`src/hdl/pvob_pkg.sv`:
```
`timescale 1ns / 1ps
// ----------------------------------------------------------------------------
// pvob_pkg
// Shared types and constants for the pv operating point bisection block.
// ----------------------------------------------------------------------------
package pvob_pkg;

  localparam int unsigned CFG_IDX_W = 3;
  localparam int unsigned CURR_DIV  = 1000;
  localparam int unsigned PROD_W    = 44;
  localparam int unsigned A_W       = 34;
  localparam int unsigned ADIV_CNT_W = 2;
  localparam int unsigned ADIV_DIG_W = 11;
  localparam int unsigned ADIV_REM_W = 10;
  localparam int unsigned ADIV_STEPS = PROD_W / ADIV_DIG_W;
  localparam int unsigned ADIV_RECIP = 2147484;
  localparam int unsigned ADIV_RECIP_W = 22;
  localparam int unsigned ADIV_SHIFT = 31;

  localparam logic [CFG_IDX_W-1:0] REG_SEARCH_LOW  = 3'd0;
  localparam logic [CFG_IDX_W-1:0] REG_SEARCH_HIGH = 3'd1;
  localparam logic [CFG_IDX_W-1:0] REG_TOLERANCE   = 3'd2;
  localparam logic [CFG_IDX_W-1:0] REG_ITER_LIMIT  = 3'd3;
  localparam logic [CFG_IDX_W-1:0] REG_VOC         = 3'd4;
  localparam logic [CFG_IDX_W-1:0] REG_ISC         = 3'd5;
  localparam logic [CFG_IDX_W-1:0] REG_IRRADIANCE  = 3'd6;

  typedef struct packed {
    logic start_item;
    logic eval_start;
    logic eval_sel_lo;
    logic take_lo_sign;
    logic step;
    logic load_out;
  } cmd_t;

  typedef struct packed {
    logic a_busy;
    logic ev_done;
    logic step_conv;
    logic step_limit;
  } stat_t;

endpackage

```
`src/hdl/pvob_ctrl.sv`:
```
`timescale 1ns / 1ps
// ----------------------------------------------------------------------------
// pvob_ctrl
// Sequencer for the bisection search and result hand-off.
// ----------------------------------------------------------------------------
module pvob_ctrl (
  input  logic            clk,
  input  logic            rst,
  input  logic            in_valid,
  output logic            in_ready,
  input  logic            out_free,
  input  pvob_pkg::stat_t stat,
  output pvob_pkg::cmd_t  cmd
);
  import pvob_pkg::*;

  typedef enum logic [2:0] {
    IDLE, PREP, LO_WAIT, X_WAIT, X_ISSUE, FIN_ISSUE, FIN_WAIT, RESULT
  } state_t;

  state_t state;
  state_t state_next;

  assign in_ready = (state == IDLE);

  always_comb begin
    cmd        = '0;
    state_next = state;
    case (state)
      IDLE: begin
        if (in_valid) begin
          cmd.start_item = 1'b1;
          state_next     = PREP;
        end
      end
      PREP: begin
        if (!stat.a_busy) begin
          cmd.eval_start  = 1'b1;
          cmd.eval_sel_lo = 1'b1;
          state_next      = LO_WAIT;
        end
      end
      LO_WAIT: begin
        if (stat.ev_done) begin
          cmd.take_lo_sign = 1'b1;
          cmd.eval_start   = 1'b1;
          state_next       = X_WAIT;
        end
      end
      X_WAIT: begin
        if (stat.ev_done) begin
          cmd.step   = 1'b1;
          state_next = (stat.step_conv || stat.step_limit) ? FIN_ISSUE : X_ISSUE;
        end
      end
      X_ISSUE: begin
        cmd.eval_start = 1'b1;
        state_next     = X_WAIT;
      end
      FIN_ISSUE: begin
        cmd.eval_start = 1'b1;
        state_next     = FIN_WAIT;
      end
      FIN_WAIT: begin
        if (stat.ev_done) begin
          state_next = RESULT;
        end
      end
      RESULT: begin
        if (out_free) begin
          cmd.load_out = 1'b1;
          state_next   = IDLE;
        end
      end
      default: begin
        state_next = IDLE;
      end
    endcase
  end

  always_ff @(posedge clk) begin
    if (rst) begin
      state <= IDLE;
    end else begin
      state <= state_next;
    end
  end

endmodule

```
`config.mk`:
```
export PLATFORM = sky130hd
export DESIGN_NAME = pvob_ctrl
export DESIGN_NICKNAME = d
export VERILOG_FILES = /design/src/hdl/pvob_pkg.sv /design/src/hdl/pvob_ctrl.sv
export SDC_FILE = /design/constraint.sdc
export NUM_CORES = 1
export LEC_CHECK = 0
export ABC_CLOCK_PERIOD_IN_PS = 2100
export BUFFER_PORTS_ARGS = -buffer_cell sky130_fd_sc_hd__buf_4
export CAP_MARGIN = 0
export CORE_AREA = 5 5 42 44
export DETAILED_ROUTE_END_ITERATION = 10
export DIE_AREA = 0 0 47 49
export GPL_TIMING_DRIVEN = 0
export PLACE_DENSITY = 0.56
export SYNTH_ARGS = -nofsm -noshare
export SYNTH_HDL_FRONTEND = slang
export SYNTH_SLANG_ARGS = --single-unit
```
`constraint.sdc`:
```
create_clock -name clk -period 2.1 [get_ports clk]
set_input_delay 0 -clock clk [delete_from_list [all_inputs] [get_ports clk]]
set_output_delay 0 -clock clk [all_outputs]
set_load 0.005 [all_outputs]
```
# ---- After elaboration in Yosys (flattened, before gate mapping)
# Index checks and enable logic that the tools add are counted.
dict set report totals {
  register_bits 3
  latch_bits 0
  ramBits 0
  rom_bits 0
  inputBits 8
  out_inout_bits 7
  word_cells 36
  mem_count 0
}
dict set report op_classes {
  add_sub_neg 0
  mul 0
  div_mod_pow 0
  n_lt_le_gt_ge 0
  n_eq_ne 13
  shifts 0
  mux 18
  n_bitwise 0
  n_reduce_logical 4
}
# operator n
set op_table {}
lappend op_table {{3-bit one-hot mux with 8 select lines} 1}
lappend op_table {{3-bit two-way mux} 6}
lappend op_table {{3-bit equality test (second input constant)} 4}
lappend op_table {{2-bit inequality test (second input constant)} 6}
lappend op_table {{1-bit two-way mux} 9}
lappend op_table {{3-bit by 2-bit equality test with 1-bit output (second input constant)} 2}
lappend op_table {{6-bit AND reduction} 1}
lappend op_table {{3-bit by 1-bit equality test with 1-bit output (second input constant)} 1}
lappend op_table {{3-bit logical NOT} 1}
lappend op_table {{1-bit one-hot mux with 3 select lines} 1}
lappend op_table {{2-bit two-way mux} 1}
lappend op_table {{2-bit OR reduction} 1}
lappend op_table {{1-bit logical OR} 1}

# ---- Logic depth before layout (Yosys ltp)
dict set report logic_depth {
  depth_word 4
  mapped_depth 5
  mapped_depth_nobuf 4
}

# ---- Least setup slack after synthesis
# Ideal clock, no wire load.
dict set report synth_path {
  path_type {reg-to-reg}
  startpoint {register state[0]}
  endpoint {register state[0]}
  setup_ns 0.121
  arrival_ns 1.219
  required_ns 1.979
  slack_ns 0.760
  stages_incl_launch_ff 6
  path_buffers 1
  period_less_slack_ns 1.340
  cell_sequence {dfxtp_1 -> buf_6 -> nor2b_4 -> a2111oi_4 -> a21oi_2 -> mux2_4}
}
dict set report synth_between {
  elab_chain_len 3
  word_cells_on_any_way 16
  classes_between {13 x eq/ne; 1 x mux; 2 x reduce/logical}
}
# item line
set synth_rtl {}
lappend synth_rtl {{from (decl)} pvob_ctrl.sv:21} ;# state_t state;
lappend synth_rtl {{from (signal assigned)} pvob_ctrl.sv:85} ;# state <= state_next;
lappend synth_rtl {{3-bit by 1-bit equality test with 1-bit output, or another cell as far along} pvob_ctrl.sv:29} ;# case (state)
lappend synth_rtl {{2-bit inequality test (no line)} n/a}
lappend synth_rtl {{6-bit AND reduction (no line)} n/a}
# Parallel ways exist; a longest one is shown, timed or not.
# A chain may end at the register's enable or synchronous reset.

# ---- Worst setup path after layout
# Same ends and word-level chain as after synthesis.

==> impl_metrics.xml <==
<?xml version="1.0" encoding="UTF-8"?>
<metrics>
  <group name="outcome">
    <metric name="run_status" unit="">finished, final reports clean</metric>
  </group>
  <group name="global_routing">
    <metric name="grt_pass1_wl" unit="mm">1.11</metric>
    <metric name="pin_count_of_the_biggest_net_entering_global_routing" unit="">11</metric>
    <metric name="gr-usage-all-layers" unit="%">6.69</metric>
    <metric name="grt_pass1_vias" unit="">274</metric>
    <metric name="total_global_routing_overflow" unit="">0</metric>
    <metric name="antenna_found_initial" unit="">0</metric>
  </group>
  <group name="pwr">
    <metric name="pwr_density_cell" unit="nW/um2">1080</metric>
    <metric name="power.ir.vdd_worst" unit="V">0.000334</metric>
    <metric name="power.leakage" unit="nW">0.207</metric>
  </group>
  <group name="sta">
    <metric name="tcrit_tclk_final" unit="%">66.2</metric>
    <metric name="setup_viol_count_final" unit="">0</metric>
    <metric name="final_critical_path_setup_slack" unit="ns">0.710</metric>
    <metric name="finClkSkew" unit="ns">0.00401</metric>
    <metric name="unrepaired_setup_endpoints_after_global_routing" unit="">no</metric>
    <metric name="fin_setup_tns" unit="ns">0</metric>
    <metric name="max_freq" unit="MHz">720</metric>
    <metric name="finalMaxSlewViolations" unit="">0</metric>
    <metric name="finalCriticalPeriod" unit="ns">1.39</metric>
    <metric name="hold_viol" unit="">0</metric>
    <metric name="worstMarginPinSlew" unit="ns">0.329</metric>
    <metric name="max-slew-margin-rel" unit="%">77.9</metric>
  </group>
  <group name="placed_design">
    <metric name="dpl_worst_slack" unit="ns">0.705</metric>
    <metric name="finalWeightedCongestion" unit="">0.757</metric>
    <metric name="hpwl" unit="um">528</metric>
    <metric name="io_buffer_count" unit="">14</metric>
    <metric name="placed_cells_incl_taps" unit="">63</metric>
  </group>
  <group name="routing">
    <metric name="vias" unit="">281</metric>
    <metric name="drt-wirelength-per-cell" unit="um">10.1</metric>
    <metric name="antenna_left" unit="">0</metric>
    <metric name="drt_first_iter_violations" unit="">2</metric>
    <metric name="detail_route.vias_per_cell" unit="">4.13</metric>
    <metric name="route.final.wire_length" unit="um">686</metric>
    <metric name="drt_first_pass_iters" unit="">2</metric>
    <metric name="drc_errors" unit="">0</metric>
  </group>
  <group name="worst_setup_path">
    <metric name="ff2ff_path_depth" unit="">5</metric>
    <metric name="r2r-start" unit="">state[0]$_SDFFE_PP0P_</metric>
    <metric name="timing.critical_path.required" unit="ns">2.22</metric>
    <metric name="timing.critical_path.fanout_max" unit="">10</metric>
    <metric name="cp-endpoint" unit="">state[0]$_SDFFE_PP0P_</metric>
    <metric name="timing.critical_path.from" unit="">state[0]$_SDFFE_PP0P_</metric>
    <metric name="rrSetupSlack" unit="ns">0.71</metric>
    <metric name="cp_cell_sequence" unit="">buf_6, nor2b_4, a2111oi_4, a21oi_2, mux2_4</metric>
    <metric name="critical_path.slowest_cell" unit="">sky130_fd_sc_hd__a2111oi_4</metric>
    <metric name="arrival" unit="ns">1.51</metric>
    <metric name="setup.worst_path.end_class" unit="">flop</metric>
    <metric name="path_class" unit="">reg -&gt; reg</metric>
    <metric name="cp_slowest_stage_delay" unit="ns">0.35</metric>
    <metric name="worst_flop_to_flop_path_endpoint" unit="">state[0]$_SDFFE_PP0P_</metric>
    <metric name="worstSetupStartpointType" unit="">flop</metric>
  </group>
  <group name="clock_tree">
    <metric name="cts_max_path_buffers" unit="">2</metric>
    <metric name="ctsHtreeMaxLevel" unit="">1</metric>
    <metric name="clock_insertion_delay_worst_skew" unit="ns">0.23</metric>
    <metric name="postCtsHoldBufs" unit="">1</metric>
    <metric name="clk_pin_slew" unit="ns">0.04</metric>
    <metric name="cts_setup_buffers" unit="">0</metric>
    <metric name="tritoncts.num_buffers" unit="">3</metric>
    <metric name="cts-root-buf" unit="">sky130_fd_sc_hd__clkbuf_4</metric>
    <metric name="clock-sinks" unit="">3</metric>
    <metric name="cts_resized" unit="">0</metric>
    <metric name="tritoncts" unit="">yes</metric>
  </group>
  <group name="job">
    <metric name="max_cap_violations" unit="">0</metric>
  </group>
  <group name="worst_hold_path">
    <metric name="worstHoldPathCells" unit="">4</metric>
    <metric name="min_path_type" unit="">in -&gt; reg</metric>
  </group>
  <group name="floorplanning">
    <metric name="initial_core_util" unit="%">20.2</metric>
    <metric name="design.die.area" unit="um2">2300</metric>
    <metric name="core_area" unit="um2">1400</metric>
    <metric name="die_w" unit="um">47</metric>
    <metric name="die-height" unit="um">49</metric>
    <metric name="rows" unit="">14</metric>
    <metric name="io_pins" unit="">15</metric>
  </group>
  <group name="layout">
    <metric name="num-nets-final" unit="">61</metric>
    <metric name="largest_register_ffs" unit="">3</metric>
    <metric name="final-instance-count-excl-fill" unit="">68</metric>
    <metric name="multi_input_area" unit="um2">194</metric>
    <metric name="area_grow_syn2layout" unit="%">57.1</metric>
    <metric name="fillerInstances" unit="">160</metric>
    <metric name="regs_by_ff_count" unit="">state x3</metric>
    <metric name="antenna_cells" unit="">0</metric>
    <metric name="reg_with_most_ffs" unit="">state</metric>
    <metric name="post-route-util" unit="%">31.7</metric>
    <metric name="regArea" unit="um2">60.1</metric>
    <metric name="final_layout_size_suffix_gt1_share" unit="%">48.1</metric>
  </group>
  <group name="yosys">
    <metric name="ys_seq_area_share" unit="%">21.2</metric>
    <metric name="post_synth_main_area_contributors" unit="">sky130_fd_sc_hd__dfxtp_1 (21%), sky130_fd_sc_hd__a2111oi_4 (9.7%), sky130_fd_sc_hd__a21oi_1 (5.3%), sky130_fd_sc_hd__mux2_4 (5.3%), sky130_fd_sc_hd__nor2b_4 (4.9%)</metric>
    <metric name="synth_largest_type_area_fraction" unit="%">21.2</metric>
    <metric name="syn-num-nets" unit="">41</metric>
    <metric name="synthesis.yosys.warnings" unit="">0</metric>
    <metric name="synth_largest_area_cell" unit="">sky130_fd_sc_hd__dfxtp_1</metric>
    <metric name="yosys.cell_types.count" unit="">22</metric>
    <metric name="synthesis.area" unit="um2">283</metric>
    <metric name="number_of_synthesized_register_bits" unit="">3</metric>
    <metric name="postSynthAreaPerCell" unit="um2">8.57</metric>
    <metric name="syn_inst" unit="">33</metric>
  </group>
</metrics>
==> layout by cell type (no fill, tap or decap) <==
cell type	synthesis	layout
sky130_fd_sc_hd__buf_2	2	2
sky130_fd_sc_hd__clkbuf_4	0	3
sky130_fd_sc_hd__dlygate4sd3_1	0	1
sky130_fd_sc_hd__dfxtp_1	3	3
sky130_fd_sc_hd__and3_1	2	2
sky130_fd_sc_hd__nor3_1	2	2
sky130_fd_sc_hd__and2_1	1	1
sky130_fd_sc_hd__and4_1	1	1
sky130_fd_sc_hd__buf_6	1	1
sky130_fd_sc_hd__o21bai_1	1	1
sky130_fd_sc_hd__nor4_1	1	1
sky130_fd_sc_hd__nor2_1	3	3
sky130_fd_sc_hd__nor2b_1	1	1
sky130_fd_sc_hd__inv_1	2	2
sky130_fd_sc_hd__a21oi_1	3	3
sky130_fd_sc_hd__mux2_4	1	1
sky130_fd_sc_hd__o211ai_1	1	1
sky130_fd_sc_hd__mux2i_1	1	1
sky130_fd_sc_hd__a32oi_1	1	1
sky130_fd_sc_hd__nand2_1	2	2
sky130_fd_sc_hd__a21oi_2	1	1
sky130_fd_sc_hd__mux2_2	1	1
sky130_fd_sc_hd__clkbuf_1	0	1
sky130_fd_sc_hd__nor2b_4	1	1
sky130_fd_sc_hd__buf_4	0	14
sky130_fd_sc_hd__a2111oi_4	1	1
==> critical path: cells and delay by family (launching register included) <==
kind	cells	cell delay, ns
compound gates	2	0.42
flops	1	0.30
mux	1	0.30
buf+inv	1	0.13
simple gates	1	0.13
==> final cells by class <==
class | count | area share (%)
multi-input cells | 25 | 43.7
well taps | 16 | 4.51
clock buffers | 4 | 5.92
plain buffers | 3 | 4.79
flip-flops and latches | 3 | 13.5
repair buffers | 15 | 25.9
inverters | 2 | 1.69
==> how the worst min path moves through the flow <==
stage,slack (ns),end,start
5_1_grt,0.18,state[2]$_SDFFE_PP0P_,out_free
4_1_cts,0.14,state[1]$_SDFFE_PP0P_,in_valid
3_3_place_gp,0.19,state[2]$_SDFFE_PP0P_,rst
3_5_place_dp,0.19,state[2]$_SDFFE_PP0P_,rst
6_report,0.14,state[2]$_SDFFE_PP0P_,out_free
2_1_floorplan,0.03,cmd[3],stat[3]
==> where the power goes <==
| group | switching (mW) | internal (mW) | leakage (nW) |
|---|---|---|---|
| Clock | 0.0275 | 0.0710 | 0.0150 |
| Sequential | 0.0117 | 0.0736 | 0.0246 |
| Combinational | 0.133 | 0.161 | 0.168 |
==> cell usage after synthesis, drive strengths merged <==
cell	instances
a2111oi	1
a21oi	4
a32oi	1
and2	1
and3	2
and4	1
buf	3
dfxtp	3
inv	2
mux2	2
mux2i	1
nand2	2
nor2	3
nor2b	2
nor3	2
nor4	1
o211ai	1
o21bai	1
==> routing by layer <==
layer  track usage (%)  vias up  part of all wire (%)
li1                  -      158                     -
met1              8.77      113                    48
met2              8.37       10                    44
met3              2.21        0                   8.0
met4              5.53        0                     0
met5                 0        -                     0
==> through the flow <==
stage	hold slack, ns	total power [mW]	instance area (um2)
after floorplan	0.0303	0.282	283
after global placement	0.194	0.380	408
after detailed placement	0.190	0.382	408
after CTS	0.139	0.485	444
after global routing	0.180	0.523	444
final	0.141	0.478	444
==> logic make-up (layout without fill, tap and decap cells) <==
| family | Yosys count | in the layout | share of synthesized area [%] |
|---|---|---|---|
| buffers and inverters | 5 | 24 | 10.2 |
| multiplexers | 3 | 3 | 12.8 |
| AO/OA/AOI/OAI | 8 | 8 | 26.6 |
| flip-flops | 3 | 3 | 21.2 |
| AND/OR/NAND/NOR | 14 | 14 | 29.2 |
Note: power is estimated with default switching activity, not from simulation.
