[config.mk]
export PLATFORM = sky130hd
export DESIGN_NAME = pvob_datapath
export DESIGN_NICKNAME = d
export VERILOG_FILES = /design/src/hdl/pvob_pkg.sv /design/src/hdl/pvob_datapath.sv
export SDC_FILE = /design/constraint.sdc
export NUM_CORES = 2
export LEC_CHECK = 0
export BUFFER_PORTS_ARGS = -buffer_cell sky130_fd_sc_hd__buf_2
export CAP_MARGIN = 25
export CORE_MARGIN = 2
export CORE_UTILIZATION = 52
export DETAILED_ROUTE_END_ITERATION = 8
export PLACE_DENSITY = 0.69
export SYNTH_ARGS = -nofsm -noshare
export SYNTH_HDL_FRONTEND = slang
export SYNTH_SLANG_ARGS = --single-unit
[constraint.sdc]
create_clock -name clk -period 18.9 [get_ports clk]
set_input_delay 2.835 -clock clk [delete_from_list [all_inputs] [get_ports clk]]
set_output_delay 2.835 -clock clk [all_outputs]
set_load 0.02 [all_outputs]
[src/hdl/pvob_pkg.sv]
`timescale 1ns / 1ps
// ----------------------------------------------------------------------------
// pvob_pkg
// Shared types and constants for the pv operating point bisection block.
// ----------------------------------------------------------------------------
package pvob_pkg;

  localparam int unsigned CFG_IDX_W = 3;
  localparam int unsigned CURR_DIV  = 1000;
  localparam int unsigned PROD_W    = 44;
  localparam int unsigned A_W       = 34;
  localparam int unsigned ADIV_CNT_W = 2;
  localparam int unsigned ADIV_DIG_W = 11;
  localparam int unsigned ADIV_REM_W = 10;
  localparam int unsigned ADIV_STEPS = PROD_W / ADIV_DIG_W;
  localparam int unsigned ADIV_RECIP = 2147484;
  localparam int unsigned ADIV_RECIP_W = 22;
  localparam int unsigned ADIV_SHIFT = 31;

  localparam logic [CFG_IDX_W-1:0] REG_SEARCH_LOW  = 3'd0;
  localparam logic [CFG_IDX_W-1:0] REG_SEARCH_HIGH = 3'd1;
  localparam logic [CFG_IDX_W-1:0] REG_TOLERANCE   = 3'd2;
  localparam logic [CFG_IDX_W-1:0] REG_ITER_LIMIT  = 3'd3;
  localparam logic [CFG_IDX_W-1:0] REG_VOC         = 3'd4;
  localparam logic [CFG_IDX_W-1:0] REG_ISC         = 3'd5;
  localparam logic [CFG_IDX_W-1:0] REG_IRRADIANCE  = 3'd6;

  typedef struct packed {
    logic start_item;
    logic eval_start;
    logic eval_sel_lo;
    logic take_lo_sign;
    logic step;
    logic load_out;
  } cmd_t;

  typedef struct packed {
    logic a_busy;
    logic ev_done;
    logic step_conv;
    logic step_limit;
  } stat_t;

endpackage

[src/hdl/pvob_datapath.sv]
`timescale 1ns / 1ps
// ----------------------------------------------------------------------------
// pvob_datapath
// Bisection registers, serial panel current evaluator and residual sign.
// ----------------------------------------------------------------------------
module pvob_datapath #(
  parameter int unsigned FRAC_BITS = 20
) (
  input  logic                clk,
  input  logic                rst,
  input  pvob_pkg::cmd_t      cmd,
  output pvob_pkg::stat_t     stat,
  input  logic [31:0]         load_resistance,
  input  logic [31:0]         search_low,
  input  logic [31:0]         search_high,
  input  logic [31:0]         tolerance,
  input  logic [7:0]          iteration_limit,
  input  logic [31:0]         open_circuit_voltage,
  input  logic [31:0]         short_circuit_current,
  input  logic [10:0]         irradiance,
  output logic [31:0]         res_voltage,
  output logic [31:0]         res_current,
  output logic                res_converged,
  output logic [7:0]          res_iterations
);
  import pvob_pkg::*;

  localparam int unsigned ACC_W = A_W + FRAC_BITS;
  localparam int unsigned CNT_W = $clog2(FRAC_BITS + 3);
  localparam int unsigned AT_W  = ADIV_REM_W + ADIV_DIG_W;
  localparam int unsigned AM_W  = AT_W + ADIV_RECIP_W;

  logic [31:0]         r_load;
  logic [31:0]         lo;
  logic [31:0]         hi;
  logic [31:0]         x;
  logic [7:0]          n;
  logic                sl_pos;
  logic                sl_neg;
  logic                conv;

  logic [PROD_W-1:0]   adq;
  logic [ADIV_REM_W-1:0] arem;
  logic [ADIV_CNT_W-1:0] acnt;
  logic                a_busy;
  logic [AT_W-1:0]     at;
  logic [AM_W-1:0]     at_mul;
  logic [ADIV_DIG_W-1:0] aq;
  logic [AT_W-1:0]     aq_prod;
  logic [AT_W-1:0]     arem_full;

  logic [31:0]         ev_v;
  logic                ev_zero;
  logic [32:0]         den;
  logic [33:0]         rem;
  logic [ACC_W-1:0]    acc;
  logic [CNT_W-1:0]    ev_cnt;
  logic                ev_busy;
  logic                ev_done;
  logic                ev_pos;
  logic                ev_neg;
  logic [31:0]         cur;
  logic [63:0]         lhs;

  logic [31:0]         v_sel;
  logic [31:0]         d_sel;
  logic [33:0]         rem_sh;
  logic                dge;
  logic [A_W-1:0]      i_raw;
  logic [63:0]         rhs;

  logic                opp;
  logic [31:0]         lo_next;
  logic [31:0]         hi_next;
  logic [32:0]         mid_sum;
  logic [31:0]         x1;
  logic [31:0]         diff;
  logic [7:0]          n_next;
  logic                conv_next;

  assign v_sel  = cmd.eval_sel_lo ? lo : x;
  assign d_sel  = open_circuit_voltage - v_sel;
  assign rem_sh = {rem[32:0], 1'b0};
  assign dge    = rem_sh >= {1'b0, den};
  assign i_raw  = acc[ACC_W-1:FRAC_BITS];
  assign rhs    = {16'b0, ev_v, 16'b0};

  // one quotient digit per cycle by reciprocal multiplication
  assign at        = {arem, adq[PROD_W-1 -: ADIV_DIG_W]};
  assign at_mul    = AM_W'(at) * AM_W'(ADIV_RECIP);
  assign aq        = at_mul[ADIV_SHIFT +: ADIV_DIG_W];
  assign aq_prod   = AT_W'(aq) * AT_W'(CURR_DIV);
  assign arem_full = at - aq_prod;

  assign opp       = (sl_pos && ev_neg) || (sl_neg && ev_pos);
  assign lo_next   = opp ? lo : x;
  assign hi_next   = opp ? x : hi;
  assign mid_sum   = {1'b0, lo_next} + {1'b0, hi_next};
  assign x1        = mid_sum[32:1];
  assign diff      = (x1 > x) ? (x1 - x) : (x - x1);
  assign conv_next = diff < tolerance;
  assign n_next    = n + 8'd1;

  assign stat.a_busy     = a_busy;
  assign stat.ev_done    = ev_done;
  assign stat.step_conv  = conv_next;
  assign stat.step_limit = n_next >= iteration_limit;

  assign res_voltage    = x;
  assign res_current    = cur;
  assign res_converged  = conv;
  assign res_iterations = n;

  // item setup, bisection step and the constant a = isc * g / 1000
  always_ff @(posedge clk) begin
    if (rst) begin
      a_busy <= 1'b0;
    end else begin
      if (cmd.start_item) begin
        r_load <= load_resistance;
        lo     <= search_low;
        hi     <= search_high;
        x      <= 32'(({1'b0, search_low} + {1'b0, search_high}) >> 1);
        n      <= 8'd1;
        adq    <= {12'b0, short_circuit_current} * {33'b0, irradiance};
        arem   <= '0;
        acnt   <= '0;
        a_busy <= 1'b1;
      end else if (a_busy) begin
        arem <= arem_full[ADIV_REM_W-1:0];
        adq  <= {adq[PROD_W-ADIV_DIG_W-1:0], aq};
        acnt <= acnt + 1'b1;
        if (acnt == ADIV_CNT_W'(ADIV_STEPS - 1)) begin
          a_busy <= 1'b0;
        end
      end
      if (cmd.take_lo_sign) begin
        sl_pos <= ev_pos;
        sl_neg <= ev_neg;
      end
      if (cmd.step) begin
        lo   <= lo_next;
        hi   <= hi_next;
        n    <= n_next;
        conv <= conv_next;
        if (!opp) begin
          sl_pos <= ev_pos;
          sl_neg <= ev_neg;
        end
        if (!conv_next) begin
          x <= x1;
        end
      end
    end
  end

  // serial current evaluation: restoring divide with shift-add multiply
  always_ff @(posedge clk) begin
    if (rst) begin
      ev_busy <= 1'b0;
      ev_done <= 1'b0;
    end else begin
      ev_done <= 1'b0;
      if (cmd.eval_start) begin
        ev_v    <= v_sel;
        ev_zero <= v_sel >= open_circuit_voltage;
        den     <= {1'b0, d_sel} + (33'd1 << FRAC_BITS);
        rem     <= {2'b0, d_sel};
        acc     <= '0;
        ev_cnt  <= '0;
        ev_busy <= 1'b1;
      end else if (ev_busy) begin
        ev_cnt <= ev_cnt + 1'b1;
        if (ev_cnt < CNT_W'(FRAC_BITS)) begin
          rem <= dge ? (rem_sh - {1'b0, den}) : rem_sh;
          acc <= {acc[ACC_W-2:0], 1'b0} +
                 (dge ? {{FRAC_BITS{1'b0}}, adq[A_W-1:0]} : {ACC_W{1'b0}});
        end else if (ev_cnt == CNT_W'(FRAC_BITS)) begin
          if (ev_zero) begin
            cur <= '0;
          end else if (i_raw[A_W-1:32] != '0) begin
            cur <= '1;
          end else begin
            cur <= i_raw[31:0];
          end
        end else if (ev_cnt == CNT_W'(FRAC_BITS + 1)) begin
          lhs <= {32'b0, cur} * {32'b0, r_load};
        end else begin
          ev_pos  <= lhs > rhs;
          ev_neg  <= lhs < rhs;
          ev_busy <= 1'b0;
          ev_done <= 1'b1;
        end
      end
    end
  end

endmodule

== Yosys cells after proc, flatten, opt, wreduce, memory -nomap -nowiden ==
Index checks and enable logic that the tools add are counted.

* Flip-flop bits (word level): 454
* Bits of input ports: 219
* Logic and storage cells: 119
* Output and inout port bits: 77

* Add/sub/neg operators: 12
* Muxes and demuxes: 41
* Reductions and logical operators: 19
* Magnitude comparators: 8
* Eq/ne operators: 3
* $mul: 4
* Bitwise logic cells: 6

{| class="wikitable"
|+ Operator list
! operator !! number
|-
| 32-bit two-way mux || 13
|-
| 54-bit two-way mux || 2
|-
| 33-bit two-way mux || 3
|-
| 32-bit subtractor || 3
|-
| 32-bit by 32-bit adder with 33-bit output || 2
|-
| 64-bit by 48-bit greater-than comparator with 1-bit output || 1
|-
| 64-bit by 48-bit less-than comparator with 1-bit output || 1
|-
| 32-bit by 32-bit multiplier with 64-bit output || 1
|-
| 54-bit by 34-bit adder with 54-bit output || 1
|-
| 44-bit two-way mux || 1
|-
| 32-bit by 11-bit multiplier with 43-bit output || 1
|-
| 43-bit two-way mux || 1
|-
| 21-bit by 20-bit multiplier with 40-bit output (second input constant) || 1
|-
| 34-bit by 33-bit greater-or-equal comparator with 1-bit output || 1
|-
| 34-bit two-way mux || 1
|-
| 32-bit by 21-bit adder with 33-bit output (second input constant) || 1
|-
| 33-bit subtractor || 1
|-
| 32-bit greater-or-equal comparator || 1
|-
| 32-bit greater-than comparator || 1
|-
| 32-bit less-than comparator || 1
|-
| 8-bit two-way mux || 2
|-
| 1-bit two-way mux || 15
|-
| 2-bit AND reduction || 6
|-
| 6-bit AND reduction || 2
|-
| other kinds (19) || 30
|}

== Depth between registers and ports, before layout ==
* Word-level depth: 9
* Gate-level depth with buffers: 45
* Gate-level depth less buffers: 39

== Worst setup path after synthesis ==
Ideal clock, no wire load.

* Path type: register -> output
* Start point: reg sl_pos
* End point: out stat[1] (netlist bit)
* Path buffers: 6
* Arrival time: 8.017 ns
* Slack: 8.048 ns
* Required time: 16.065 ns
* Cell stages (with the launch flop): 40
* Cell sequence: edfxtp_1 > a22oi_2 > clkbuf_1 > mux2_2 > fa_1 > a21o_1 > maj3_2 > a311o_1 > a21oi_1 > o21bai_1 > a31o_2 > a31o_2 > a21oi_1 > xor2_1 > inv_1 > ha_1 > buf_2 > nand2_1 > [4 not listed] > a32o_1 > or2_1 > buf_2 > buf_2 > buf_1 > mux2i_1 > ha_1 > a21boi_0 > o21a_1 > o21ai_0 > a21oi_1 > o211ai_1 > a21boi_0 > o21a_1 > o21ai_0 > nand3b_1 > a21oi_1 > buf_4

* Word-level cells in the longest chain between the ends: 7
* Elaborated cells on any way between the ends: 10
* Those cells by class: 3 x add/sub; 2 x order compare; 3 x mux; 2 x reduce/logical

{| class="wikitable"
|+ Ends and longest elaborated chain
! what !! RTL line !! source
|-
| start: declaration || pvob_datapath.sv:38 || <nowiki>logic sl_pos;</nowiki>
|-
| start signal: assignment || pvob_datapath.sv:138 || <nowiki>sl_pos <= ev_pos;</nowiki>
|-
| start signal: assignment || pvob_datapath.sv:147 || <nowiki>sl_pos <= ev_pos;</nowiki>
|-
| 1-bit logical AND * || pvob_datapath.sv:95 || <nowiki>assign opp = (sl_pos && ev_neg) || (sl_neg && ev_pos);</nowiki>
|-
| 1-bit logical OR * || pvob_datapath.sv:95 ||
|-
| 32-bit two-way mux (on tied branches) || pvob_datapath.sv:96, pvob_datapath.sv:97 ||
|-
| 32-bit by 32-bit adder with 33-bit output * || pvob_datapath.sv:98 || <nowiki>assign mid_sum = {1'b0, lo_next} + {1'b0, hi_next};</nowiki>
|-
| 32-bit subtractor or 32-bit greater-than comparator (tied branches) || pvob_datapath.sv:100 || <nowiki>assign diff = (x1 > x) ? (x1 - x) : (x - x1);</nowiki>
|-
| 32-bit two-way mux * || pvob_datapath.sv:100 ||
|-
| 32-bit less-than comparator * || pvob_datapath.sv:101 || <nowiki>assign conv_next = diff < tolerance;</nowiki>
|-
| end: declaration || pvob_datapath.sv:12 || <nowiki>output pvob_pkg::stat_t stat,</nowiki>
|}

Mark *: on every way between the ends. The rest lies on a longest branch, timed or not.

==> impl_metrics.env <==
export IMPL_path_common_cell="a21o_1"
export IMPL_max_slew_margin=0.3102
export IMPL_cts_made_buffers=57
export IMPL_area_growth_pct=6.488
export IMPL_nets=11260
export IMPL_setup_violations_final=0
export IMPL_drv_cap=0
export IMPL_synth_warnings=0
export IMPL_async_reset_ff_frac=0
export IMPL_worstSetupPathType="flip-flop to output pin"
export IMPL_post_cts_buffers=0
export IMPL_fin_tns_setup_ns=0
export IMPL_syn_cell_area_mm2=0.08140
export IMPL_hpwl_um=170800
export IMPL_core_area_mm2=0.1558
export IMPL_critPathCapture="stat[1]"
export IMPL_max_slew_worst_pin_slew_ns=1.009
export IMPL_synth_edff_count=451
export IMPL_synth_fp_nets=11210
export IMPL_synth_cell_types=96
export IMPL_drive_gt1_frac=0.07299
export IMPL_status="finished clean"
export IMPL_clock_latency_ns=0.71
export IMPL_min_period_ns=14.19
export IMPL_gp_congestion=0.9408
export IMPL_hold_viol=0
export IMPL_die_h_um=399.6
export IMPL_critPathLaunchType="flip-flop"
export IMPL_grt_max_degree=73
export IMPL_synth_seq_cells=454
export IMPL_dieWidth_um=399.6
export IMPL_hold_path_class="flip-flop to flip-flop"
export IMPL_grt_pass1_wl_um=356700
export IMPL_track_usage=0.2838
export IMPL_dr_pass1_iters=6
export IMPL_drv_slew=0
export IMPL_routed_wl_um=220500
export IMPL_ios=296
export IMPL_slowest_delay_ns=0.64
export IMPL_rsz0062_at_grt="no"
export IMPL_numPortBuffers=294
export IMPL_reg2reg_to="res_voltage[19]$_DFFE_PN_"
export IMPL_rr_worst_depth=42
export IMPL_die_area_mm2=0.1597
export IMPL_cts_max_level=2
export IMPL_fmax_mhz=70.49
export IMPL_synth_ff_type="edfxtp_1"
export IMPL_grt_pass1_vias=65760
export IMPL_cts_hold_buf=0
export IMPL_cts_path_max_buffers=3
export IMPL_r2r_start="sl_pos$_DFFE_PN_"
export IMPL_crit_start="sl_pos$_DFFE_PN_"
export IMPL_fin_skew_ns=0.08634
export IMPL_grt_overflow=0
export IMPL_drtIter0Drc=4136
export IMPL_slowest_stage="buf_4"
export IMPL_rows=145
export IMPL_detail_route_antenna_nets=0
export IMPL_clockRootBuffer="clkbuf_16"
export IMPL_finalCritPeriodShare=0.7506
export IMPL_avgSynthCellArea_um2=9.157
export IMPL_start_util=0.5223
export IMPL_vias=62050
export IMPL_antenna_found_initial=6
export IMPL_viasPerCell=5.616
export IMPL_cp_required_ns=16.07
export IMPL_critical_path_arrival_ns=11.35
export IMPL_drc=0
export IMPL_path_clk_slew_ns=0.06
export IMPL_cts_sinks=454
export IMPL_fillers=13820
export IMPL_wire_per_inst_um=19.95
export IMPL_tritoncts="yes"
export IMPL_r2r_setup_slack_ns=7.73
export IMPL_cts_resized=0
export IMPL_end_kind="output pin"
export IMPL_crit_fanout=71
export IMPL_ys_seq_area_frac=0.1671
export IMPL_synth_cells=8889
metal layers:
metal,part of all wire,track usage,vias up,wire length [um]
met5,0.000059,0,-,13
met4,0.046,0.1202,2,10040
met3,0.073,0.04622,432,16180
met2,0.47,0.4626,2336,102600
met1,0.42,0.3753,30970,91650
li1,-,-,28310,-
cell families (layout without fill, tap and decap cells):
logic type	count (synthesis)	in the layout	synth area share
buffers and inverters	2121	2219	0.09818
and+or+nand+nor	2474	2474	0.1389
AOI/OAI and AO/OA	1254	1254	0.09942
adders and majority gates	2102	2102	0.4398
DFF	454	454	0.1671
xor gates and xnor gates	323	323	0.03492
other	0	5	0
muxes	161	161	0.02167
sequential cells by signal (all words and copies together) (netlist names), 2 cells and up:
signal	count
acc	54
adq	44
res_current	32
acnt	2
res_voltage	32
lo	32
den	33
res_iterations	8
ev_v	32
rem	33
hi	32
ev_cnt	5
arem	10
lhs	64
r_load	32
synthesized netlist by cell type, drive strengths merged (69+ instances only):
master | number | area, um2
a21oi | 377 | 1902
nand2 | 1333 | 5004
edfxtp | 451 | 13540
xnor2 | 205 | 1795
inv | 1729 | 6490
nor2 | 316 | 1186
mux2 | 122 | 1374
o21ai | 248 | 1245
nand4 | 69 | 431.7
o21a | 76 | 570.6
a21o | 211 | 1585
and2 | 396 | 2477
ha | 833 | 10420
nor2b | 71 | 444.2
nand3 | 70 | 355.3
fa | 1266 | 25340
xor2 | 117 | 1025
clkbuf | 372 | 1396
per-stage QoR:
| step | hold slack (ns) | cell area [um2] | utilization | std cells | setup slack [ns] |
|---|---|---|---|---|---|
| after floorplan | 0.4887 | 81400 | - | 8889 | 8.048 |
| after global placement | 0.5310 | 84630 | 0.5431 | 10930 | 5.551 |
| after detailed placement | 0.5648 | 84710 | 0.5435 | 10940 | 5.562 |
| after CTS | 0.5783 | 86620 | 0.5558 | 11040 | 4.736 |
| after global routing | 0.5847 | 86670 | 0.5562 | 11050 | 4.159 |
| final | 0.5777 | 86680 | 0.5562 | 11050 | 4.714 |
worst max-delay path: cells and delay by family, from the launching register on:
family	cells	cell delay, ns
AO/OA/AOI/OAI	17	4.51
XOR/XNOR	2	0.50
adder cells (fa/ha/maj)	3	1.16
buffers and inverters	5	1.68
flip-flops	1	0.40
multiplexers	2	0.85
AND/OR/NAND/NOR	11	1.51
worst min path at each step:
stage / startpoint / to / cells after the start
final: adq[18]$_DFFE_PP_ / adq[29]$_DFFE_PP_ / 2
after global routing: acnt[0]$_SDFFCE_PP0P_ / acnt[0]$_SDFFCE_PP0P_ / 1
after CTS: acnt[0]$_SDFFCE_PP0P_ / acnt[0]$_SDFFCE_PP0P_ / 1
after detailed placement: adq[18]$_DFFE_PP_ / adq[29]$_DFFE_PP_ / 2
after global placement: adq[18]$_DFFE_PP_ / adq[29]$_DFFE_PP_ / 2
after floorplan: ev_busy$_SDFF_PP0_ / ev_done$_SDFF_PP0_ / 2
cell usage in the layout (no fill, tap or decap), drive strengths merged, types with 205 or more instances in the layout:
master and instances:
a21oi 377, o21ai 248, and2 396, inv 1738, nor2 316, nand2 1333
ha 833, xnor2 205, a21o 211, edfxtp 451, buf 382, fa 1266
layout make-up:
class                      instances  area, um2  share of cell area
tap                             2058       2575             0.02971
clock inverter                    44      460.4            0.005312
clock buffer                      64       1453             0.01676
sequential                       454      13600              0.1569
multi-input combinational       6314      59860              0.6907
inverter                        1729       6490             0.07487
antenna                            5      12.51           0.0001444
timing repair buffer             382       2220             0.02561
Power is left out: the tool's default activity adds up to more than one toggle a clock period on the data nets, which glitch-free logic cannot reach.
